## config.mk

```make
export PLATFORM = sky130hd
export DESIGN_NAME = row_windowed_ascii_substring_finder
export DESIGN_NICKNAME = d
export VERILOG_FILES = /design/src/rtl/rwasf_pkg.sv /design/src/rtl/row_windowed_ascii_substring_finder.sv
export SDC_FILE = /design/constraint.sdc
export NUM_CORES = 2
export LEC_CHECK = 0
export ABC_AREA = 0
export BUFFER_PORTS_ARGS = -buffer_cell sky130_fd_sc_hd__clkbuf_2
export CAP_MARGIN = 20
export CORE_ASPECT_RATIO = 1.75
export CORE_UTILIZATION = 45
export DETAILED_ROUTE_END_ITERATION = 10
export PLACE_DENSITY_LB_ADDON = 0.25
export SLEW_MARGIN = 20
export SYNTH_ARGS = -nofsm -noshare
export SYNTH_HDL_FRONTEND = slang
export SYNTH_SLANG_ARGS = --single-unit
```

## constraint.sdc

```tcl
create_clock -name clk -period 5.35 [get_ports clk]
set_input_delay 1.07 -clock clk [delete_from_list [all_inputs] [get_ports clk]]
set_output_delay 1.07 -clock clk [all_outputs]
set_load 0.03 [all_outputs]
```

## src/rtl/rwasf_pkg.sv

```systemverilog
package rwasf_pkg;

    localparam int ADDR_W = 6;
    localparam int APB_DW = 64;

    localparam logic [7:0] CH_NL       = 8'h0A;
    localparam logic [7:0] CH_NUL      = 8'h00;
    localparam logic [7:0] CH_UPPER_A  = 8'h41;
    localparam logic [7:0] CH_UPPER_Z  = 8'h5A;
    localparam logic [7:0] CASE_OFFSET = 8'h20;

    typedef enum logic [1:0] {
        KIND_MATCH      = 2'd0,
        KIND_DONE       = 2'd1,
        KIND_INCOMPLETE = 2'd2,
        KIND_OVERFLOW   = 2'd3
    } kind_t;

    typedef enum logic [2:0] {
        REG_NEEDLE_LO  = 3'd0,
        REG_NEEDLE_HI  = 3'd1,
        REG_NEEDLE_LEN = 3'd2,
        REG_FOLD_CASE  = 3'd3,
        REG_FIRST_ROW  = 3'd4,
        REG_ROW_LIMIT  = 3'd5
    } reg_idx_t;

    function automatic logic [7:0] fold_char(input logic [7:0] c, input logic en);
        logic [7:0] r;
        r = c;
        if (en && c >= CH_UPPER_A && c <= CH_UPPER_Z)
        begin
            r = c + CASE_OFFSET;
        end
        return r;
    endfunction

endpackage

```

## src/rtl/row_windowed_ascii_substring_finder.sv

```systemverilog
// Channel   Dir   Beat contents
// s_*       in    tdata[7:0] text_byte; tlast last_byte
// m_*       out   tdata kind, match_row, match_start, match_end (low bit up); tlast final_res
// APB       in    needle_bytes_low/high, needle_length, fold_case, first_row, row_limit
//
// One text byte per cycle. A byte is latched in the input stage, then matched against
// the whole needle window combinationally and its results (up to two) pushed into a
// 4-entry result FIFO. Input stalls only while a byte waits in the input stage and
// the FIFO has fewer than two free slots.
// Results are written into the FIFO when the byte leaves the input stage.
// Reset clears stream state and registers; no clearing pass is needed.
module row_windowed_ascii_substring_finder #(
    parameter int NEEDLE_MAX = 16,
    parameter int COL_BITS   = 16,
    parameter int ROW_BITS   = 20
) (
    input  logic                                           clk,
    input  logic                                           rst_n,
    input  logic                                           s_tvalid,
    output logic                                           s_tready,
    input  logic [7:0]                                     s_tdata,  // text_byte
    input  logic                                           s_tlast,  // last_byte
    output logic                                           m_tvalid,
    input  logic                                           m_tready,
    // kind, match_row, match_start, match_end, zero pad
    output logic [((2+ROW_BITS+2*COL_BITS+7)/8)*8-1:0]     m_tdata,
    output logic                                           m_tlast,  // final_res
    input  logic                                           psel,
    input  logic                                           penable,
    input  logic                                           pwrite,
    input  logic [rwasf_pkg::ADDR_W-1:0]                   paddr,
    input  logic [rwasf_pkg::APB_DW-1:0]                   pwdata,
    output logic [rwasf_pkg::APB_DW-1:0]                   prdata,
    output logic                                           pready
);
    import rwasf_pkg::*;

    localparam int CW     = COL_BITS + 1;
    localparam int ELW    = $clog2(NEEDLE_MAX + 1);
    localparam int NB     = NEEDLE_MAX * 8;
    localparam int PAY_W  = 2 + ROW_BITS + 2 * COL_BITS;
    localparam int DATA_W = ((PAY_W + 7) / 8) * 8;
    localparam int ENT_W  = PAY_W + 1;
    localparam int DEPTH  = 4;
    localparam int PW     = $clog2(DEPTH);
    localparam int CNTW   = $clog2(DEPTH + 1);

    localparam logic [CW-1:0]       CNT_MAX = {CW{1'b1}};
    localparam logic [ROW_BITS-1:0] ROW_MAX = {ROW_BITS{1'b1}};

    // configuration
    logic [63:0]          nlo_reg, nhi_reg;
    logic [4:0]           nlen_reg;
    logic                 fold_reg;
    logic [ROW_BITS-1:0]  first_row_reg, row_limit_reg;
    logic                 wr_en;
    reg_idx_t             reg_idx;

    // derived needle view
    logic [NB-1:0]        needle_flat;
    logic [ELW-1:0]       eff_len_next, eff_len_reg;
    logic                 ascii_next, ascii_reg;
    logic [NB-1:0]        pat_next, pat_reg;
    logic [NEEDLE_MAX-1:0] mask_next, mask_reg;

    // stream state
    logic [NB-1:0]        recent_reg, recent_next;
    logic [CW-1:0]        col_reg, col_next, col_inc;
    logic [CW-1:0]        nas_reg, nas_next;
    logic [ROW_BITS-1:0]  src_reg, src_next, srch_reg, srch_next;
    logic                 nul_reg, nul_next;
    logic                 stopped_reg, stopped_next;
    kind_t                aborted_reg, aborted_next;

    // input stage
    logic                 stage_valid_reg, stage_valid_next;
    logic [7:0]           stage_byte_reg;
    logic                 stage_last_reg;

    // processing
    logic [7:0]           b;
    logic                 adv, room, is_sep, take, close_row, in_window, searching, hit;
    logic [NEEDLE_MAX-1:0] eq;
    logic                 match_push, done_push;
    logic [COL_BITS-1:0]  m_start, m_end;
    kind_t                done_kind;
    logic [ENT_W-1:0]     match_ent, done_ent;

    // result FIFO
    logic [ENT_W-1:0]     fifo_mem [DEPTH];
    logic [PW-1:0]        wptr_reg, rptr_reg;
    logic [CNTW-1:0]      cnt_reg;
    logic                 pop;
    logic [1:0]           push_n;

    assign pready  = 1'b1;
    assign wr_en   = psel && penable && pwrite && pready;
    assign reg_idx = reg_idx_t'(paddr[5:3]);

    always_ff @(posedge clk or negedge rst_n)
    begin
        if (!rst_n)
        begin
            nlo_reg       <= '0;
            nhi_reg       <= '0;
            nlen_reg      <= '0;
            fold_reg      <= 1'b0;
            first_row_reg <= '0;
            row_limit_reg <= '0;
        end
        else if (wr_en)
        begin
            case (reg_idx)
                REG_NEEDLE_LO:  nlo_reg       <= pwdata;
                REG_NEEDLE_HI:  nhi_reg       <= pwdata;
                REG_NEEDLE_LEN: nlen_reg      <= pwdata[4:0];
                REG_FOLD_CASE:  fold_reg      <= pwdata[0];
                REG_FIRST_ROW:  first_row_reg <= pwdata[ROW_BITS-1:0];
                REG_ROW_LIMIT:  row_limit_reg <= pwdata[ROW_BITS-1:0];
                default:        ;
            endcase
        end
    end

    always_comb
    begin
        case (reg_idx)
            REG_NEEDLE_LO:  prdata = nlo_reg;
            REG_NEEDLE_HI:  prdata = nhi_reg;
            REG_NEEDLE_LEN: prdata = APB_DW'(nlen_reg);
            REG_FOLD_CASE:  prdata = APB_DW'(fold_reg);
            REG_FIRST_ROW:  prdata = APB_DW'(first_row_reg);
            REG_ROW_LIMIT:  prdata = APB_DW'(row_limit_reg);
            default:        prdata = '0;
        endcase
    end

    // needle right-aligned against the byte history, recomputed after each write
    always_comb
    begin
        for (int i = 0; i < NEEDLE_MAX; i++)
        begin
            needle_flat[8*i +: 8] = 8'({nhi_reg, nlo_reg} >> (8 * i));
        end
        if (int'(nlen_reg) > NEEDLE_MAX)
        begin
            eff_len_next = ELW'(NEEDLE_MAX);
        end
        else
        begin
            eff_len_next = ELW'(nlen_reg);
        end
        ascii_next = 1'b1;
        pat_next   = '0;
        mask_next  = '0;
        for (int k = 0; k < NEEDLE_MAX; k++)
        begin
            if (k < int'(eff_len_next))
            begin
                if (needle_flat[8*k+7])
                begin
                    ascii_next = 1'b0;
                end
                pat_next[8*k +: 8] = fold_char(
                    8'(needle_flat >> (8 * (int'(eff_len_next) - 1 - k))), fold_reg);
                mask_next[k] = 1'b1;
            end
        end
    end

    always_ff @(posedge clk or negedge rst_n)
    begin
        if (!rst_n)
        begin
            eff_len_reg <= '0;
            ascii_reg   <= 1'b1;
            pat_reg     <= '0;
            mask_reg    <= '0;
        end
        else
        begin
            eff_len_reg <= eff_len_next;
            ascii_reg   <= ascii_next;
            pat_reg     <= pat_next;
            mask_reg    <= mask_next;
        end
    end

    // input stage
    assign room     = (cnt_reg <= CNTW'(DEPTH - 2));
    assign adv      = stage_valid_reg && room;
    assign s_tready = !stage_valid_reg || room;

    always_comb
    begin
        stage_valid_next = stage_valid_reg;
        if (s_tvalid && s_tready)
        begin
            stage_valid_next = 1'b1;
        end
        else if (adv)
        begin
            stage_valid_next = 1'b0;
        end
    end

    always_ff @(posedge clk or negedge rst_n)
    begin
        if (!rst_n)
        begin
            stage_valid_reg <= 1'b0;
        end
        else
        begin
            stage_valid_reg <= stage_valid_next;
        end
    end

    always_ff @(posedge clk)
    begin
        if (s_tvalid && s_tready)
        begin
            stage_byte_reg <= s_tdata;
            stage_last_reg <= s_tlast;
        end
    end

    // byte processing
    always_comb
    begin
        b         = stage_byte_reg;
        is_sep    = (b == CH_NL) || (b == CH_NUL);
        take      = !stopped_reg && !is_sep;
        close_row = !stopped_reg && !nul_reg && is_sep;
        searching = (eff_len_reg != '0) && ascii_reg;
        in_window = (src_reg >= first_row_reg) &&
                    ((row_limit_reg == '0) || (srch_reg < row_limit_reg));
        col_inc   = (col_reg == CNT_MAX) ? col_reg : col_reg + CW'(1);

        recent_next  = recent_reg;
        col_next     = col_reg;
        nas_next     = nas_reg;
        src_next     = src_reg;
        srch_next    = srch_reg;
        nul_next     = nul_reg;
        stopped_next = stopped_reg;
        aborted_next = aborted_reg;
        match_push   = 1'b0;

        recent_next = NB'({recent_reg, b});
        for (int k = 0; k < NEEDLE_MAX; k++)
        begin
            eq[k] = (fold_char(recent_next[8*k +: 8], fold_reg) == pat_reg[8*k +: 8]);
        end
        hit     = &(eq | ~mask_reg);
        m_start = COL_BITS'(col_inc - CW'(eff_len_reg));
        m_end   = col_inc[COL_BITS-1:0];

        if (!stopped_reg)
        begin
            nul_next = (b == CH_NUL);
        end

        if (take)
        begin
            col_next = col_inc;
            if (searching && in_window)
            begin
                if (b[7])
                begin
                    aborted_next = KIND_INCOMPLETE;
                    stopped_next = 1'b1;
                end
                else if (({1'b0, col_inc} >= ({1'b0, nas_reg} + (CW+1)'(eff_len_reg)))
                         && hit)
                begin
                    if (col_inc[CW-1])
                    begin
                        aborted_next = KIND_OVERFLOW;
                        stopped_next = 1'b1;
                    end
                    else
                    begin
                        nas_next   = col_inc;
                        match_push = 1'b1;
                    end
                end
            end
        end
        else
        begin
            recent_next = recent_reg;
        end

        if (close_row)
        begin
            if (in_window && srch_reg != ROW_MAX)
            begin
                srch_next = srch_reg + ROW_BITS'(1);
            end
            if (src_reg != ROW_MAX)
            begin
                src_next = src_reg + ROW_BITS'(1);
            end
            if (row_limit_reg != '0 && srch_next >= row_limit_reg)
            begin
                stopped_next = 1'b1;
            end
            col_next = '0;
            nas_next = '0;
        end

        done_push = stage_last_reg;
        if (eff_len_reg == '0)
        begin
            done_kind = KIND_DONE;
        end
        else if (!ascii_reg)
        begin
            done_kind = KIND_INCOMPLETE;
        end
        else if (aborted_next != KIND_MATCH)
        begin
            done_kind = aborted_next;
        end
        else
        begin
            done_kind = KIND_DONE;
        end

        match_ent = {1'b0, m_end, m_start, srch_reg, KIND_MATCH};
        done_ent  = {1'b1, {(PAY_W-2){1'b0}}, done_kind};
    end

    always_ff @(posedge clk or negedge rst_n)
    begin
        if (!rst_n)
        begin
            recent_reg  <= '0;
            col_reg     <= '0;
            nas_reg     <= '0;
            src_reg     <= '0;
            srch_reg    <= '0;
            nul_reg     <= 1'b0;
            stopped_reg <= 1'b0;
            aborted_reg <= KIND_MATCH;
        end
        else if (adv)
        begin
            if (stage_last_reg)
            begin
                recent_reg  <= '0;
                col_reg     <= '0;
                nas_reg     <= '0;
                src_reg     <= '0;
                srch_reg    <= '0;
                nul_reg     <= 1'b0;
                stopped_reg <= 1'b0;
                aborted_reg <= KIND_MATCH;
            end
            else
            begin
                recent_reg  <= recent_next;
                col_reg     <= col_next;
                nas_reg     <= nas_next;
                src_reg     <= src_next;
                srch_reg    <= srch_next;
                nul_reg     <= nul_next;
                stopped_reg <= stopped_next;
                aborted_reg <= aborted_next;
            end
        end
    end

    // result FIFO, match beat ahead of done beat
    assign pop      = m_tvalid && m_tready;
    assign push_n   = adv ? (2'(match_push) + 2'(done_push)) : 2'd0;
    assign m_tvalid = (cnt_reg != '0);
    assign m_tdata  = DATA_W'(fifo_mem[rptr_reg][PAY_W-1:0]);
    assign m_tlast  = fifo_mem[rptr_reg][PAY_W];

    always_ff @(posedge clk)
    begin
        if (adv && match_push)
        begin
            fifo_mem[wptr_reg] <= match_ent;
            if (done_push)
            begin
                fifo_mem[wptr_reg + PW'(1)] <= done_ent;
            end
        end
        else if (adv && done_push)
        begin
            fifo_mem[wptr_reg] <= done_ent;
        end
    end

    always_ff @(posedge clk or negedge rst_n)
    begin
        if (!rst_n)
        begin
            wptr_reg <= '0;
            rptr_reg <= '0;
            cnt_reg  <= '0;
        end
        else
        begin
            wptr_reg <= wptr_reg + PW'(push_n);
            if (pop)
            begin
                rptr_reg <= rptr_reg + PW'(1);
            end
            cnt_reg <= cnt_reg + CNTW'(push_n) - CNTW'(pop);
        end
    end

    a_fifo_bound: assert property (@(posedge clk) disable iff (!rst_n)
        cnt_reg <= CNTW'(DEPTH))
        else $error("result FIFO over capacity");

    a_no_match_when_stopped: assert property (@(posedge clk) disable iff (!rst_n)
        (adv && stopped_reg) |-> !match_push)
        else $error("match pushed after search stopped");

    a_match_span: assert property (@(posedge clk) disable iff (!rst_n)
        (adv && match_push) |-> (m_end > m_start))
        else $error("match end not past start");

    a_stream_cleared: assert property (@(posedge clk) disable iff (!rst_n)
        (adv && stage_last_reg) |=> (col_reg == '0 && !stopped_reg && srch_reg == '0))
        else $error("stream state not cleared after last beat");

endmodule

```

Word level (Yosys, flattened, before mapping)

Memory sizes are Yosys's and may differ from the RTL's.
Cells that the tools add are included.

Register bits: 539
RAM bits: 220
Bits of input ports: 86
Output and inout bits: 124
Word-level logic and storage cells: 486
Memories: 1

$add $sub $neg: 59
Order comparisons: 86
Eq/ne operators: 28
Shift-type cells: 16
Muxes and demuxes: 154
Bitwise gates (word level): 3
Reduce and logical (&&, ||, !) cells: 115

Memory list:

| memory   | depth | width | read ports | clocked after Yosys merged registers in | wr ports | RTL line                                  | text |
|---|---|---|---|---|---|---|---|
| fifo_mem | 4     | 55    | 1          | 0                                       | 2        | row_windowed_ascii_substring_finder.sv:90 | `logic [ENT_W-1:0] fifo_mem [DEPTH];` |

Operators by type and width:

| operator                | count |
|---|---|
| $shr A128 B32 Y8        | 16 |
| $mux W8                 | 48 |
| $pmux W64 S6            | 1 |
| $add A8 B6 Y8 const B   | 32 |
| $ge A8 B7 Y1 const B    | 32 |
| $le A8 B7 Y1 const B    | 32 |
| $mux W120               | 2 |
| $mux W17                | 11 |
| $mux W20                | 7 |
| $eq A8 B8 Y1            | 16 |
| $logic_and A1 B1 Y1     | 80 |
| $mux W1                 | 73 |
| $sub A6 B5 Y7 const B   | 8 |
| $mux W55                | 1 |
| $add A20 B1 Y20 const B | 2 |
| $ge A20 B20 Y1          | 2 |
| $lt A4 B5 Y1 const A    | 8 |
| $ne A20 B20 Y1 const B  | 2 |
| $sub A6 B4 Y7 const B   | 4 |
| $logic_not A20 Y1       | 1 |
| $lt A20 B20 Y1          | 1 |
| $lt A3 B5 Y1 const A    | 4 |
| $mux W2                 | 10 |
| $reduce_and A2 Y1       | 10 |
| other kinds (39)        | 58 |

Depth between registers and ports, before layout

Depth in word-level cells: 34
Mapped depth: 28

Worst setup path after synthesis

OpenSTA, ideal clock, no wires.

Path kind: reg2reg
Start: register nlen_reg[4]
End: register pat_reg[22]
Library setup time: 0.141 ns
Data arrival time: 5.341 ns
Required time: 5.209 ns
Slack: -0.131 ns
Cell stages (with the launch flop): 21
Buffers on the path: 11
Clock period less this slack: 5.481 ns
Cell sequence: dfrtp_1 -> buf_2 -> nand2b_1 -> buf_2 -> buf_2 -> buf_4 -> buf_4 -> buf_2 -> ha_1 -> buf_2 -> inv_2 -> buf_1 -> clkbuf_1 -> ha_1 -> clkbuf_1 -> buf_1 -> mux4_2 -> nor2_1 -> nand4_1 -> a211oi_1 -> o21ai_0

Longest elaborated chain between the ends: 10

Ends and longest elaborated chain:

| item                              | RTL line                                   | text |
|---|---|---|
| start: declaration                | row_windowed_ascii_substring_finder.sv:53  | `logic [4:0] nlen_reg;` |
| start signal: assignment          | row_windowed_ascii_substring_finder.sv:116 | `REG_NEEDLE_LEN: nlen_reg <= pwdata[4:0];` |
| $gt A5 B5 Y1                      | row_windowed_ascii_substring_finder.sv:145 | `if (int'(nlen_reg) > NEEDLE_MAX)` |
| $mux W5 (*)                       | row_windowed_ascii_substring_finder.sv:145 |  |
| $sub A5 B1 Y6                     | row_windowed_ascii_substring_finder.sv:165 | `8'(needle_flat >> (8 * (int'(eff_len_next) - 1 - k))), fold_reg);` |
| $sub A6 B3 Y7                     | row_windowed_ascii_substring_finder.sv:165 |  |
| $shr A128 B32 Y8                  | row_windowed_ascii_substring_finder.sv:165 |  |
| $ge A8 B7 Y1                      | rwasf_pkg.sv:31                            | `if (en && c >= CH_UPPER_A && c <= CH_UPPER_Z)` |
| $logic_and A1 B1 Y1 (2 in series) | rwasf_pkg.sv:31                            |  |
| $mux W8                           | rwasf_pkg.sv:31                            |  |
| $mux W8 (*)                       | row_windowed_ascii_substring_finder.sv:158 | `if (k < int'(eff_len_next))` |
| via pat_next[22]                  | row_windowed_ascii_substring_finder.sv:63  | `logic [NB-1:0] pat_next, pat_reg;` |
| end signal: assignment            | row_windowed_ascii_substring_finder.sv:184 | `pat_reg <= pat_next;` |
| end: declaration                  | row_windowed_ascii_substring_finder.sv:63  |  |

Mark *: on every way through the listed nets, which the timed path passes. The rest lies on a longest branch.
A chain may end at the register's enable or synchronous reset.

==> results.md <==
- Hold buffers post-CTS: 0
- Logic pwr share: between 50 and 60%
- Met2 wire len: 79060 um
- Final ANT Viol Nets: 0
- Hold Path Class: primary input to async pin
- DR WL/cell: between 20 and 30 um
- Post-synth top area share: slightly below 30%
- Max Cap Violations: 0
- Post-Syn Area: ~45000 um2
- Synth area leaders: dfrtp_1, dfxtp_1, mux4_2
- Area Overhead vs Synth: 12.68%
- CTS H-tree lvls: 3
- Clk sinks: 757
- Unrepaired setup endpoints after global routing: true
- Syn Inst Count: 4417
- Synthesized flop and latch total: about 760
- EDFF count, synth: 17
- Clk Latency, worst-skew pair: 0.71 ns
- CP Data Arrival Time: 5.77 ns
- GR Util All Layers: roughly 33%
- Sequential Power Share: slightly below 30%
- Number of global-route vias before repair: ~36000
- F_max: 0.1943 GHz
- CP Launch Type: flop
- Min cycle time layout: 5.146 ns
- PwrDens: 537.0 nW/um2
- Cts bufs inserted: 74
- Period utilization: between 90% and 100%
- Clk slew on worst S/H paths: 0.06 ns
- Post-route cell area: just over 50000 um2
- Final HPWL DP: 122200 um
- Vias: around 37000
- Final Max Tran Viols: 0
- Post-Synth XOR/XNOR Area: 4.519%
- Final non-filler cell total: 5952
- Wl on met1: between 50000 and 60000 um
- Ratio of cells with drive above 1 in the final layout: 19.23%
- Gr ovfl total: 0
- Largest net degree at the start of global routing: approximately 150
- TNS Setup: 0 ns
- Worst slew margin: 22.01%
- Routed WL: 163800 um
- Ys async rst share: between 60% and 70%
- Setup Viol. Count Final: 0
- Adder-cell share of the synthesized area: under 10%
- Initial DRC Count: between 3000 and 4000
- Routability Congestion: approximately 1.0
- CP Capture Type: flop
- IO Count: 210
- Die ar.: 100800 um2
- CTS tree: built
- Core area: 98320 um2
- Port bufs: 203
- Initial antenna violation count: 2
- Width of the die: ~240 um
- First-pass GRT wire length: 242300 um
- Req. time, crit path: a little under 6 ns
- Clock power share: 20.1%
- Kind of critical path: flop to flop
- Yosys warnings: 0
- Area leader, netlist: dfrtp_1
- Leakage: 0.02197 uW
- Final Hold Fails: 0
- Compound-gate portion of the synthesized area: 16.23%
- Top sig layer: met4
- Net Switching: 12230 uW
- Clock Path Buffers: 3
- Post-synthesis sequential area ratio: between 40% and 50%
- Sw Ratio: 45.13%
- Multiplexer share of the synthesized area: 17.81%
- DR vias/cell: 6.210
- Max reg flops: 220
- Met3 WL post-DR: 9288 um
- Starting Density: 45.53%
- Ys flop type: dfrtp_1
- Int Pwr: ~15000 uW
- Placement Setup Slack: 0.1803 ns
- Simple-Gate Fraction of Synth Area: about an eighth
- Largest fanout on the critical path: 28
- Worst vdd ir: 325.4 uV
- DRC Markers: 0
- Largest family of logic cells by synthesized area: multiplexers
- DP Area: roughly 48000 um2
- Die Ht: 419.3 um
- Worst Skew: about 0.05 ns
- Fin worst setup slack: 0.2042 ns
- Pre-antenna DRT Iters: 6
- FP Rows: 152
- Status: complete, no violations
- Syn Area/Cell: ~10 um2
- Worst slew pin tran: 1.166 ns
- CTS root buf: clkbuf_16
- Fin nets: 4813
- Synth unique cells: 105
- Dpl cells: 5806
## cell type report
class | instances | area (um2)
antenna | 4 | 10.01
fill | 9083 | 47880
inverter | 129 | 484.2
timing repair buffer | 376 | 2575
sequential | 757 | 17980
multi-input combinational | 3243 | 25250
clock inverter | 24 | 335.3
tap | 1309 | 1638
clock buffer | 110 | 2178
## final timing paths
check,slack [ns],startpoint,endpoint,cells past startpoint
setup / recovery,0.20,eff_len_reg[0],fifo_mem[1][17],20
max in group asynchronous,3.61,rst_n,rptr_reg[0],2
min in group clk,0.46,fifo_mem[1][49],fifo_mem[1][49],2
hold / removal,0.32,rst_n,nhi_reg[36],1
hold reg to reg,0.46,fifo_mem[1][49],fifo_mem[1][49],2
setup reg to reg,0.20,eff_len_reg[0],fifo_mem[1][17],20
## Yosys cell counts, types with 40 or more instances
cell type and n:
mux4_2 138, dfxtp_1 212, and2_1 40, o21ai_0 175
mux2i_1 298, nor2b_1 40, ha_1 143, a21oi_1 148
a22o_1 170, inv_1 118, o21ai_1 83, dfrtp_1 527
o211ai_1 125, nor2_1 229, nand2b_1 71, and3_1 57
nor3_1 64, clkbuf_1 193, a211oi_1 44, xnor2_1 147
mux2_2 166, o22ai_1 49, xor2_1 79, nand2_1 424
nand3_1 97
## power by group through the flow
stage	clock, uW	combinational, uW	sequential [uW]
after detailed placement	0	13100	8150
final	5440	13600	8070
after global routing	5740	14400	8170
after CTS	5530	13200	8040
after floorplan	0	8830	7530
after global placement	0	13000	8120
## timing repair
item / in CTS / in global routing
endpoints found under the hold margin: 0 / 0
resized for setup: 0 / 6
endpoints found under the setup margin: 0 / 87
buffers inserted: 0 / 8
## layer usage
metal / global-route usage, % / vias to the layer above
met5: 0 / -
met1: 36.22 / 18470
met4: 27.99 / 0
li1: - / 16620
met2: 54.42 / 1387
met3: 5.655 / 477
## cell families (layout without fill, tap and decap cells)
group           Yosys count  in the layout
simple gates           1212           1212
compound gates         1051           1051
flops                   757            757
mux                     603            603
buf+inv                 418            639
xor+xnor                228            228
fa+ha+maj               146            146
other cells               2              7
## through the flow
step / util, % / power, uW / hold slack, ns
CTS: 51.20 / 26760 / 0.3403
detailed placement: 48.64 / 21290 / 0.4461
global route: 51.30 / 28300 / 0.3749
floorplan: - / 16350 / 0.4311
global placement: 48.64 / 21130 / 0.4385
finish: 51.31 / 27090 / 0.3174
## placed cells by master (no fill, tap or decap), drive strengths merged, types with 41 or more instances in the layout
cell and count:
a211oi 44, a21oi 149, a22o 170, and2 41
and3 57, buf 174, clkbuf 312, dfrtp 527
dfxtp 212, ha 143, inv 130, mux2 167
mux2i 298, mux4 138, nand2 424, nand2b 71
nand3 97, nor2 234, nor3 64, o211ai 125
o21ai 258, o22ai 49, xnor2 149, xor2 79
## critical path, cell delays in order (launching register included)
cell and delay, ns:
dfrtp_1 0.38, ha_2 0.21, fa_2 0.22, a21o_1 0.13, a21oi_2 0.07, nor2b_1 0.11, o21ai_0 0.07, buf_4 0.15
or4_1 0.54, ha_1 0.32, o22ai_1 0.08, nor3_1 0.16, o211ai_1 0.11, a211oi_1 0.20, nand4_1 0.20, nor4b_2 0.32
buf_4 0.27, a21oi_4 0.08, nor2_4 0.86, buf_12 0.34, mux2i_1 0.21
No activity file was read; power rests on OpenSTA's default activity.
